File: src/hdl/assert_macros.svh
// Assertion macros for the line-start index block.
// Used by the RTL files that carry concurrent checks; no other dependencies.
`ifndef ASSERT_MACROS_SVH
`define ASSERT_MACROS_SVH

// Property that must hold at every clock edge out of reset.
`define LSIL_ASSERT(label, clk, rst, prop, msg) \
   label: assert property (@(posedge clk) disable iff (rst) (prop)) else $error(msg);

// Antecedent in one cycle implies consequent in the next.
`define LSIL_ASSERT_NEXT(label, clk, rst, ante, cons, msg) \
   label: assert property (@(posedge clk) disable iff (rst) (ante) |=> (cons)) \
      else $error(msg);

`endif

File: src/hdl/lsil_pkg.sv
// Package for the line-start index and lookup block.
// Sizes, codes, state machine type and controller/datapath command structs.
package lsil_pkg;

   localparam int MAX_LINES = 4096;
   localparam int POS_BITS  = 24;
   localparam int IDX_BITS  = $clog2(MAX_LINES);
   localparam int CNT_BITS  = $clog2(MAX_LINES + 1);

   localparam logic [POS_BITS-1:0] POS_MAX = {POS_BITS{1'b1}};

   localparam logic [7:0] CH_LF = 8'h0A;
   localparam logic [7:0] CH_CR = 8'h0D;

   typedef enum logic [1:0] {
      REQ_BYTE  = 2'd0,
      REQ_END   = 2'd1,
      REQ_QUERY = 2'd2
   } req_kind_type;

   typedef enum logic [1:0] {
      BRK_NONE = 2'd0,
      BRK_CR   = 2'd1,
      BRK_LF   = 2'd2
   } brk_type;

   typedef enum logic [1:0] {
      ST_OK       = 2'd0,
      ST_OVERFLOW = 2'd1,
      ST_NOT_DONE = 2'd2
   } status_type;

   typedef enum logic [2:0] {
      S_IDLE,
      S_END2,
      S_SRCH_RD,
      S_SRCH_CMP,
      S_RESP
   } state_type;

   typedef struct packed {
      logic take_byte;
      logic end_push;
      logic end_close;
      logic query_start;
      logic srch_read;
      logic srch_step;
      logic rsp_load;
   } cmd_type;

   typedef struct packed {
      logic table_done;
      logic extra_push;
      logic search_done;
      logic rsp_free;
   } stat_type;

endpackage

File: src/hdl/lsil_if.sv
// Valid/ready channel interfaces for requests and responses.
// Depends on lsil_pkg for field widths.
interface lsil_req_if;
   import lsil_pkg::*;
   logic                valid;
   logic                ready;
   logic [1:0]          req_type;
   logic [7:0]          data_byte;
   logic [POS_BITS-1:0] query_pos;

   modport source (output valid, req_type, data_byte, query_pos, input ready);
   modport sink   (input valid, req_type, data_byte, query_pos, output ready);
endinterface


File: src/hdl/lsil_ctrl.sv
// Controller FSM: decodes requests and sequences pushes and the binary search.
// Depends on lsil_pkg and lsil_req_if.
module lsil_ctrl (
   input  logic                clock,
   input  logic                reset,
   lsil_req_if.sink            req_ch,
   input  lsil_pkg::stat_type  stat,
   output lsil_pkg::cmd_type   cmd
);
   import lsil_pkg::*;

   state_type state_ff, state_in;

   always_ff @(posedge clock) begin
      if (reset) begin
         state_ff <= S_IDLE;
      end else begin
         state_ff <= state_in;
      end
   end

   always_comb begin
      state_in     = state_ff;
      cmd          = '0;
      req_ch.ready = 1'b0;
      unique case (state_ff)
         S_IDLE: begin
            // nothing is taken while reset is held
            req_ch.ready = !reset;
            if (req_ch.valid && req_ch.ready) begin
               unique case (req_ch.req_type)
                  REQ_BYTE: begin
                     cmd.take_byte = !stat.table_done;
                  end
                  REQ_END: begin
                     if (!stat.table_done) begin
                        // first item of the buffer, or a break still open
                        if (stat.extra_push) begin
                           cmd.end_push = 1'b1;
                           state_in     = S_END2;
                        end else begin
                           cmd.end_close = 1'b1;
                        end
                     end
                  end
                  REQ_QUERY: begin
                     cmd.query_start = 1'b1;
                     state_in        = stat.table_done ? S_SRCH_RD : S_RESP;
                  end
                  default: ;
               endcase
            end
         end
         S_END2: begin
            cmd.end_close = 1'b1;
            state_in      = S_IDLE;
         end
         S_SRCH_RD: begin
            if (stat.search_done) begin
               state_in = S_RESP;
            end else begin
               cmd.srch_read = 1'b1;
               state_in      = S_SRCH_CMP;
            end
         end
         S_SRCH_CMP: begin
            cmd.srch_step = 1'b1;
            state_in      = S_SRCH_RD;
         end
         S_RESP: begin
            if (stat.rsp_free) begin
               cmd.rsp_load = 1'b1;
               state_in     = S_IDLE;
            end
         end
         default: begin
            state_in = S_IDLE;
         end
      endcase
   end

endmodule

File: src/flat_wrapper.sv
// flat-port wrapper written by rule: the top's interface ports become plain ports
module lsil_ctrl_flat import lsil_pkg::*;
  (clock, reset, stat, cmd, req_ch_valid, req_ch_req_type, req_ch_data_byte, req_ch_query_pos, req_ch_ready);
  lsil_req_if req_ch_i ();
  input  logic clock;
  input  logic reset;
  input  lsil_pkg::stat_type stat;
  output lsil_pkg::cmd_type cmd;
  input wire logic [$bits(req_ch_i.valid)-1:0] req_ch_valid;
  input wire logic [$bits(req_ch_i.req_type)-1:0] req_ch_req_type;
  input wire logic [$bits(req_ch_i.data_byte)-1:0] req_ch_data_byte;
  input wire logic [$bits(req_ch_i.query_pos)-1:0] req_ch_query_pos;
  output wire logic [$bits(req_ch_i.ready)-1:0] req_ch_ready;
  assign req_ch_i.valid = req_ch_valid;
  assign req_ch_i.req_type = req_ch_req_type;
  assign req_ch_i.data_byte = req_ch_data_byte;
  assign req_ch_i.query_pos = req_ch_query_pos;
  assign req_ch_ready = req_ch_i.ready;
  lsil_ctrl u_core (.clock(clock), .reset(reset), .req_ch(req_ch_i), .stat(stat), .cmd(cmd));
endmodule
File: config.mk
export PLATFORM = sky130hd
export DESIGN_NAME = lsil_ctrl_flat
export DESIGN_NICKNAME = d
export VERILOG_FILES = /design/src/hdl/assert_macros.svh /design/src/hdl/lsil_pkg.sv /design/src/hdl/lsil_if.sv /design/src/hdl/lsil_ctrl.sv /design/src/flat_wrapper.sv
export SDC_FILE = /design/constraint.sdc
export NUM_CORES = 1
export LEC_CHECK = 0
export BUFFER_PORTS_ARGS = -buffer_cell sky130_fd_sc_hd__buf_2
export CAP_MARGIN = 20
export CORE_AREA = 5 5 42 44
export DETAILED_ROUTE_END_ITERATION = 16
export DIE_AREA = 0 0 47 49
export PLACE_DENSITY = 0.69
export SKIP_LAST_GASP = 1
export SLEW_MARGIN = 20
export SYNTH_ARGS = -nofsm -noshare
export SYNTH_HDL_FRONTEND = slang
export SYNTH_SLANG_ARGS = --single-unit
export TNS_END_PERCENT = 30
File: constraint.sdc
create_clock -name clock -period 2.3 [get_ports clock]
set_clock_uncertainty 0.2 [all_clocks]
set_input_delay 0 -clock clock [delete_from_list [all_inputs] [get_ports clock]]
set_output_delay 0 -clock clock [all_outputs]
set_load 0.005 [all_outputs]
# ---- Word level (Yosys, flattened, before mapping)
# Cells that the tools add are included.
dict set report word_totals {
  regBits 3
  latchBits 0
  ramBits 0
  romBits 0
  input_bits 41
  wordCells 42
  mem_count 0
}
dict set report op_classes {
  addsub 0
  n_mul 0
  div 0
  n_lt_le_gt_ge 0
  eq_ne 11
  shift 0
  mux 24
  bitwise_logic 0
  reduce_logical 6
}
# cell n
set ops {}
lappend ops {{$mux 3} 6}
lappend ops {{$pmux 3 s4} 1}
lappend ops {{$mux 1} 11}
lappend ops {{$ne 3x3->1 const B} 3}
lappend ops {{$eq 3x2->1 const B} 2}
lappend ops {{$mux 2} 3}
lappend ops {{$pmux 3 s2} 1}
lappend ops {{$reduce_and 5->1} 1}
lappend ops {{$mux 4} 1}
lappend ops {{$eq 3x1->1 const B} 1}
lappend ops {{$eq 3x3->1 const B} 1}
lappend ops {{$logic_not 3->1} 1}
lappend ops {{$eq 2x1->1 const B} 1}
lappend ops {{$eq 2x2->1 const B} 1}
lappend ops {{$logic_not 1->1} 2}
lappend ops {{$logic_not 2->1} 1}
lappend ops {{$ne 2x1->1 const B} 1}
lappend ops {{$ne 2x2->1 const B} 1}
lappend ops {{$pmux 1 s2} 1}
lappend ops {{$logic_and 1x1->1} 1}

# ---- Logic depth before layout (Yosys ltp)
# Gate-level depths: netlist of run 1.
dict set report depth {
  depth_word 5
  mapped_depth 5
  ltp_nobuf 5
}

# ---- Worst setup path after synthesis of run 1
# No wires, ideal clock.
dict set report synth_timing {
  path_type {flip-flop to flip-flop}
  start {register u_core.state_ff[1]}
  end {register u_core.state_ff[1]}
  setup_time_ns 0.073
  t_arrival_ns 1.524
  required_ns 2.027
  path_slack_ns 0.503
  path_stages_with_launch 5
  path_buffers 1
  period_less_slack_ns 1.797
  path_cell_list {dfxtp_1 > buf_6 > or4b_4 > or4b_4 > o22ai_2}
}
dict set report synth_via {
  elab_chain_len 3
  elab_cells_between_ends 11
  cone_classes {8 x eq/ne; 1 x mux; 2 x reduce/logical}
}
# item line_no
set synth_lines {}
lappend synth_lines {{from (decl)} lsil_ctrl.sv:12} ;# state_type state_ff, state_in;
lappend synth_lines {{from (signal assigned)} lsil_ctrl.sv:18} ;# state_ff <= state_in;
lappend synth_lines {{$eq 3x3->1 / $logic_not 3->1 (equally long branches)} lsil_ctrl.sv:26} ;# unique case (state_ff)
lappend synth_lines {{$ne 2x2->1 (no line), or another cell as far along} --}
lappend synth_lines {{$reduce_and 5->1 (no line)} --}
# Several ways; a longest one is shown, not always the timed one.
# A chain may end at the register's enable or synchronous reset.

# ---- Final worst setup path of run 1
dict set report layout_timing {
  start {register u_core.state_ff[1]}
  end {register u_core.state_ff[2]}
}
# The elaborated chain is that of the path after synthesis.

==> summary by stage, run 1 <==
Timing
The total count of max-transition violations in the final report is 0. After layout, the worst setup slack is 0.0452 ns. The share of the cycle needed by the critical path after routing is 0.980. Setup violations remaining at the end of the flow were counted as 0. For the pin with the worst max-slew slack, the measured transition is around 0.30 ns. The post-route setup TNS is 0 ns. Subtracting the final worst setup slack from the clock period gives 2.25 ns.

Measured against its own limit, the worst slew margin works out to 0.797. The achievable clock frequency is 443 MHz. Setup repair after global routing left no endpoint under its margin.

The final number of hold-violating endpoints is 0.

Final layout
In the final layout, flip-flops and latches occupy 61.3 sq um. The share of the core filled with cells is 0.348. In the final layout, the registers with the most flip-flops are u_core.state_ff: 3 flops. In the final layout, the share of cells above drive strength 1 is 0.354.

The number of fill cells in the layout is 168. Summing all multi-input logic gate instances after layout gives around 240 sq um. The total inserted antenna cells is 0.

The final standard cell count with taps included and fillers excluded is between 80 and 90. The signed area change from the synthesized netlist to the final layout is 50.0%. The flip-flop count of the largest register, all copies and words added is 3. The register name with the most flops is u_core.state_ff. The count of nets after finishing is 110.

Floorplanning
The floorplan step set the die width to 47 um. The vertical die dimension is 49 um. The floorplan die area is 2300 sq um. The starting density of the core is 0.232.

The number of rows created at floorplan is 14. The I/O pin count is 49. After floorplanning, the core was sized to cover 1400 sq um.

Synthesis
Yosys attributes the largest share of cell area to dfxtp_1 (18%), ha_1 (12%), or4b_4 (8.5%). The proportion of synthesized flip-flops having asynchronous set or reset is 0. Of all cell types, the one taking the most synthesized area is dfxtp_1. Counting every net in the synthesized netlist gives 86. The synthesis warning total is 0.

The cell area after technology mapping is 325 sq um. Synthesis produced 42 cells. For this run, the register share of the synthesized area comes to 0.185. Of the post-synthesis cell area, the dominant cell type holds 0.185. By count the netlist is led by inv_1 (4), nor3_1 (4), dfxtp_1 (3), ha_1 (3). Dividing the synthesized area by the synthesized cell count gives approximately 7.7 sq um. The synthesis-stage register bit count is 3. The unique cell type count in the Yosys netlist is 24. The most frequently used flop master after synthesis is dfxtp_1. The count of flip-flops with a built-in enable after synthesis is 0.

Placement
The congestion estimate from routability-driven global placement came to 0.708. The number of placed instances, taps included, is between 70 and 80. Before CTS, the worst setup slack after placement is between 0.4 and 0.5 ns.

The half-perimeter wire length after detailed placement is between 600 and 700 um. Buffers placed on the I/O ports in this run total 16.

Drt
The detailed-route vias per instance is 4.70. The antenna violation net count after detailed routing is 0. Detailed routing inserted a total of 381 vias. The first routing iteration left 0 violations.

Dividing the detail-routed wire length by the instance count gives 11.1 um. For this run, the detailed router's first-pass iteration total came to 1. The number of remaining DRC errors is 0. The total length of routed wires is 903 um.

Hold path
The startpoint identified for the worst hold timing path is stat[2]. The min-delay analysis places its worst path in the category in -> reg.

GRT
The total routing usage reported by global routing is 0.0915. The maximum number of pins on one net before global-route repair is 12. The number of global-route vias before repair is 389. The first global-routing pass estimated ~1.5 mm of wire. The number of antenna violations at the first check in global routing was 0. The residual overflow from global routing is 0.

Pwr
Overall power consumption after layout is estimated at 0.188 mW. The cell leakage power is 0.250 nW. Power spread over the standard cell area amounts to 386 nW/um^2. The maximum vdd drop is 0.119 mV.

Clock tree
The total number of H-tree levels is 1. Counting every sink on the clock net gives 3. TritonCTS built the clock tree. No sink is reached through more buffers than the 2 on the longest clock path. After clock tree synthesis, the clock-pin slew on the worst setup and hold paths is 0.04 ns. The clock reaches the later pin of the worst-skew pair after between 0.2 and 0.25 ns. The total CTS buffers is 3. CTS placed an instance of clkbuf_4 at the clock tree root.

Run status
The run finished with clean final reports.

Setup path
The worst setup path is of the reg -> reg kind. The reg-to-reg critical path startpoint is u_core.state_ff[1]$_SDFFE_PP0P_. Of all nets on the critical path, the largest fanout is 9. STA classifies the critical path endpoint as a flop. The worst setup path is launched from a flop.

The data arrival time of the critical path is 2.23 ns. The required arrival time at the worst endpoint is 2.28 ns. The startpoint of the worst setup timing path is u_core.state_ff[1]$_SDFFE_PP0P_.

Flow run
Max-cap violations in this run came to 0.
## stage by stage
stage	instance area, sq um	hold WS (ns)
after floorplan	325	-0.170
after global placement	410	0.0606
final	488	0.0289
after detailed placement	410	0.0633
after CTS	487	0.0271
after global routing	488	0.0423
## critical path, stage by stage, from the launching register on
cell and delay [ns]:
dfxtp_1 0.39, or4b_4 0.58, or3_1 0.32, o32ai_1 0.13, dlygate4sd3_1 0.59
## routing by layer
| layer | GRT usage | share of wire | up-vias |
|---|---|---|---|
| li1 | - | - | 197 |
| met1 | 0.101 | 0.44 | 168 |
| met2 | 0.145 | 0.47 | 14 |
| met3 | 0.00738 | 0.071 | 2 |
| met4 | 0.0829 | 0.019 | 0 |
| met5 | 0 | 0 | - |
## area by class of cell
| cell class | instances | area share |
|---|---|---|
| sequential | 3 | 0.126 |
| tap | 16 | 0.0410 |
| clock buffer | 4 | 0.0538 |
| multi-input combinational | 33 | 0.482 |
| inverter | 4 | 0.0308 |
| timing repair buffer | 21 | 0.267 |
## logic make-up (layout without fill, tap and decap cells)
| group | count (synthesis) | after routing | share of synthesized area |
|---|---|---|---|
| simple gates | 23 | 23 | 0.454 |
| compound gates | 7 | 7 | 0.154 |
| buf+inv | 6 | 29 | 0.0923 |
| fa+ha+maj | 3 | 3 | 0.115 |
| flops | 3 | 3 | 0.185 |
## worst paths after layout
kind,cells past startpoint,slack (ns),end
setup / recovery,4,0.05,u_core.state_ff[2]$_SDFFE_PP0P_
hold / removal,4,0.03,u_core.state_ff[1]$_SDFFE_PP0P_
hold reg to reg,2,0.49,u_core.state_ff[1]$_SDFFE_PP0P_
setup reg to reg,4,0.05,u_core.state_ff[2]$_SDFFE_PP0P_
## power breakdown
part	internal (mW)	switching [mW]	leakage, nW
logic	0.0209	0.0179	0.211
clock network	0.0651	0.0289	0.0150
registers	0.0533	0.00210	0.0247
total	0.139	0.0489	0.250
## repair_timing
item,4_1_cts,5_1_grt
hold buffers,5,0
gates resized for setup,0,1
endpoints found under the hold margin,3,0
setup endpoints to repair,0,1
buffers inserted,0,0
## cell usage in the layout, fill, tap and decap left out
cell type / n
buf_2: 16
dlygate4sd3_1: 5
inv_1: 4
nor3_1: 4
ha_1: 3
clkbuf_4: 3
nor3b_1: 2
and2_1: 2
or3_1: 2
nand2b_1: 2
nand2_1: 2
a21oi_1: 2
or4b_4: 2
nor2_1: 2
dfxtp_1: 2
nor2b_1: 1
and3_1: 1
nor4b_1: 1
nor4_1: 1
a211o_1: 1
o32ai_1: 1
nand3_1: 1
o21ai_1: 1
o21ai_0: 1
o22ai_2: 1
clkbuf_1: 1
dfxtp_2: 1
Note: power is estimated with default switching activity, not from simulation.
==> run 2: changes to the inputs <==
--- a/config.mk
+++ b/config.mk
@@ -7,10 +7,10 @@
 export LEC_CHECK = 0
 export BUFFER_PORTS_ARGS = -buffer_cell sky130_fd_sc_hd__buf_2
 export CAP_MARGIN = 20
-export CORE_AREA = 5 5 42 44
+export CORE_MARGIN = 5
+export CORE_UTILIZATION = 25
 export DETAILED_ROUTE_END_ITERATION = 16
-export DIE_AREA = 0 0 47 49
-export PLACE_DENSITY = 0.69
+export PLACE_DENSITY = 0.73
 export SKIP_LAST_GASP = 1
 export SLEW_MARGIN = 20
 export SYNTH_ARGS = -nofsm -noshare
==> constraint.sdc (replaced) <==
create_clock -name clock -period 1.9 [get_ports clock]
set_clock_uncertainty 0.2 [all_clocks]
set_input_delay 0 -clock clock [delete_from_list [all_inputs] [get_ports clock]]
set_output_delay 0 -clock clock [all_outputs]
set_load 0.005 [all_outputs]
==> run 2 against run 1 <==
Net effect:
- count of clock-buffer cells in the layout unchanged
- register-to-register slack better by 0.12 ns
- non-clock buffer count up 2
- die area down 7.8%
- cell count up 1.2%
- clock power up 18%
- routed wire length down 4.7%
- first-iteration DRC count up 6
- critical endpoint is now cmd[5]
- largest power group unchanged
- highest routed layer is now met3
==> summary by stage, run 2 (synthesis results as in run 1) <==
Drt
For this run, the detailed router's first-pass iteration total came to 4. The count of routing violations after the opening detailed-route iteration is 6. The count of nets left with antenna violations once routing finished came out at 0.

The number of remaining DRC errors is 0. The per-cell routed wire length is 10.5 um. The routed layout has just under 400 vias. The detailed-route vias per instance is 4.82. The total length of routed wires is between 800 and 900 um.

Pwr
The power per cell area is ~450 nW/um^2. Of the total power, combinational logic draws 0.224. The cell leakage power is 0.257 nW. The maximum vdd drop is 0.194 mV. Of the total power, the share spent switching nets is 0.249. The switching power total is 0.0562 mW. The sequential fraction of design power is 0.287. Summing internal, switching and leakage power gives 0.226 mW. The share of total power dissipated in the clock network is 0.489. The internal power of the cells totals about 0.17 mW.

GRT
The first global-routing pass estimated 1.41 mm of wire. The maximum number of pins on one net before global-route repair is 11. The number of global-route vias before repair was 357. Across every metal layer, demand over resource in global routing totals 0.0911. The number of antenna violations at the first check in global routing is 0. The residual overflow from global routing is 0.

Timing
Setup repair after global routing left no endpoint under its margin. The achievable clock frequency is 563 MHz. Setup violations remaining at the end of the flow were counted as 0. The total count of max-transition violations in the final report was 0. The share of the cycle needed by the critical path after routing is 0.935. The post-layout worst setup margin is about 0.12 ns. The final number of hold-violating endpoints came to 0. The tightest hold path in the finished design has a slack of 0.0176 ns. In this run the tightest slew margin relative to its limit is 0.801. For the pin with the worst max-slew slack, the measured transition is slightly below 0.3 ns. The post-route setup TNS is 0 ns. The shortest clock period the worst path allows after layout is about 1.8 ns.

Clock tree
The number of buffers on the longest clock path is 2. Post-CTS timing repair inserted 0 buffers for setup. TritonCTS created 3 clock buffers. The total number of H-tree levels is 1.

The cell sitting at the root of the clock tree is a clkbuf_4. The clock insertion delay at the later pin of the skew report is 0.23 ns. The CTS tree is built.

After clock tree synthesis, the clock-pin slew on the worst setup and hold paths is 0.04 ns. The clock net sink count is 3.

Setup path
The required arrival time at the worst endpoint is approximately 1.7 ns. The signal on the critical path passes through buf_4 -> or3_1 -> nor3_1 -> and3_1 -> buf_2. The critical path contains buffers and inverters numbering 2 combined. The capturing element of the worst setup path is cmd[5]. The type of the worst setup path is reg -> out. In this run the critical register-to-register path is launched from u_core.state_ff[1]$_SDFFE_PP0P_. In this design, the stage delay of the slowest critical-path cell is 0.37 ns. The maximum fanout count along the critical path is 8.

The path depth of the worst reg2reg path is 3. The worst setup slack for register-to-register paths is 0.17 ns. Data on the critical path arrives at its endpoint at 1.58 ns. The startpoint of the worst setup timing path is u_core.state_ff[1]$_SDFFE_PP0P_. The path length in cells of the critical path is 5. The cell type of the slowest stage on the worst timing path is or3_1. The kind of start point of the critical path is a flop. The endpoint identified for the worst register-to-register timing path is u_core.state_ff[1]$_SDFFE_PP0P_.

On the critical path the largest part of the delay comes from simple AND/OR/NAND/NOR gates. STA classifies the critical path endpoint as a primary output.

Placement
The port buffer count is 16. The placed cell count is 74. Summed over all nets, the half-perimeter wirelength after detailed placement is 639 um. The worst setup slack before clock tree synthesis is 0.181 ns.

The final RePlAce weighted congestion is ~0.67. The standard cell area after detailed placement is 432 sq um.

Final layout
The count of nets after finishing is 112. The leading cell type in the layout, fill and taps excluded is buf_2. The multi-input logic area is 235 sq um. The register name with the most flops is u_core.state_ff.

After filler insertion, the fill cell instance count of the layout stands at 143. The total inserted antenna cells is 0. The finished layout cell area is 498 sq um. The flip-flop count of the largest register, all copies and words added is 3. The area growth from synthesis to layout is 53.1%.

At the end of the flow the core is filled with cells to 0.393. The largest registers in the layout are u_core.state_ff: 3 flops. The sequential cell area is 60.1 sq um.

The library cells used most frequently in the layout, excluding fill and tap cells, are buf_2 (16), inv_1 (4), nor3_1 (4), dlygate4sd3_1 (4). The finished layout holds 82 standard cells, fillers aside. The fraction of final layout cells with drive strength greater than 1 is 0.373.

Flow run
The max capacitance violation total is 0.

Floorplanning
The starting density of the core is 0.256. The number of rows created at floorplan is 13. The vertical die dimension is roughly 46 um. The floorplan step defined a die boundary enclosing 2120 sq um.

In this run the horizontal extent of the chip is 46.1 um. The placeable core area is 1270 sq um. 49 I/O pins were placed.

Hold path
The number of cells traversed by the worst hold path is 5. The path class of the tightest hold or removal check is in -> reg.

Run status
The flow ran to the end, and the final reports show no timing, DRC or antenna violations.
run 2: changes by cell type in the layout (fill, tap and decap cells not counted), sizes merged:
cell	delta
buf	+3
dlygate4sd3	-1
run 2: layout make-up:
class / count / area share
Tap cell: 15 / 0.0377
Clock buffer: 4 / 0.0528
Sequential cell: 3 / 0.121
Timing Repair Buffer: 23 / 0.286
Multi-Input combinational cell: 33 / 0.472
Inverter: 4 / 0.0302
run 2: tightest hold or removal path, stage by stage:
cell     delay [ns]
buf_2          0.09
ha_1           0.16
nor2_1         0.04
nand2_1        0.05
o21ai_1        0.05
run 2: how the worst min path moves through the flow:
| stage | end | from | slack (ns) |
|---|---|---|---|
| 5_1_grt | u_core.state_ff[1]$_SDFFE_PP0P_ | stat[2] | 0.06 |
| 4_1_cts | u_core.state_ff[0]$_SDFFE_PP0P_ | req_ch_req_type[1] | 0.009 |
| 3_3_place_gp | cmd[2] | stat[1] | 0.06 |
| 2_1_floorplan | req_ch_ready | reset | -0.17 |
| 6_report | u_core.state_ff[0]$_SDFFE_PP0P_ | req_ch_req_type[1] | 0.02 |
| 3_5_place_dp | cmd[2] | stat[1] | 0.06 |
run 2: power groups by stage:
| stage | sequential [mW] | clock [mW] | combinational [mW] |
|---|---|---|---|
| 2_1_floorplan | 0.0659 | 0 | 0.0229 |
| 3_3_place_gp | 0.0658 | 0 | 0.0434 |
| 3_5_place_dp | 0.0659 | 0 | 0.0442 |
| 4_1_cts | 0.0649 | 0.116 | 0.0506 |
| 5_1_grt | 0.0649 | 0.121 | 0.0571 |
| 6_report | 0.0649 | 0.111 | 0.0507 |
run 2: what timing repair did:
item	4_1_cts	5_1_grt
endpoints found under the hold margin	3	0
gates resized for setup	0	0
hold buffers	4	0
run 2: per-layer routing:
metal / vias to the layer above / routed length [um] / track usage
met5: - / 0 / 0
met3: 0 / 69 / 0.0117
met2: 18 / 396 / 0.148
met1: 177 / 395 / 0.114
met4: 0 / 0 / 0.0511
li1: 200 / - / -
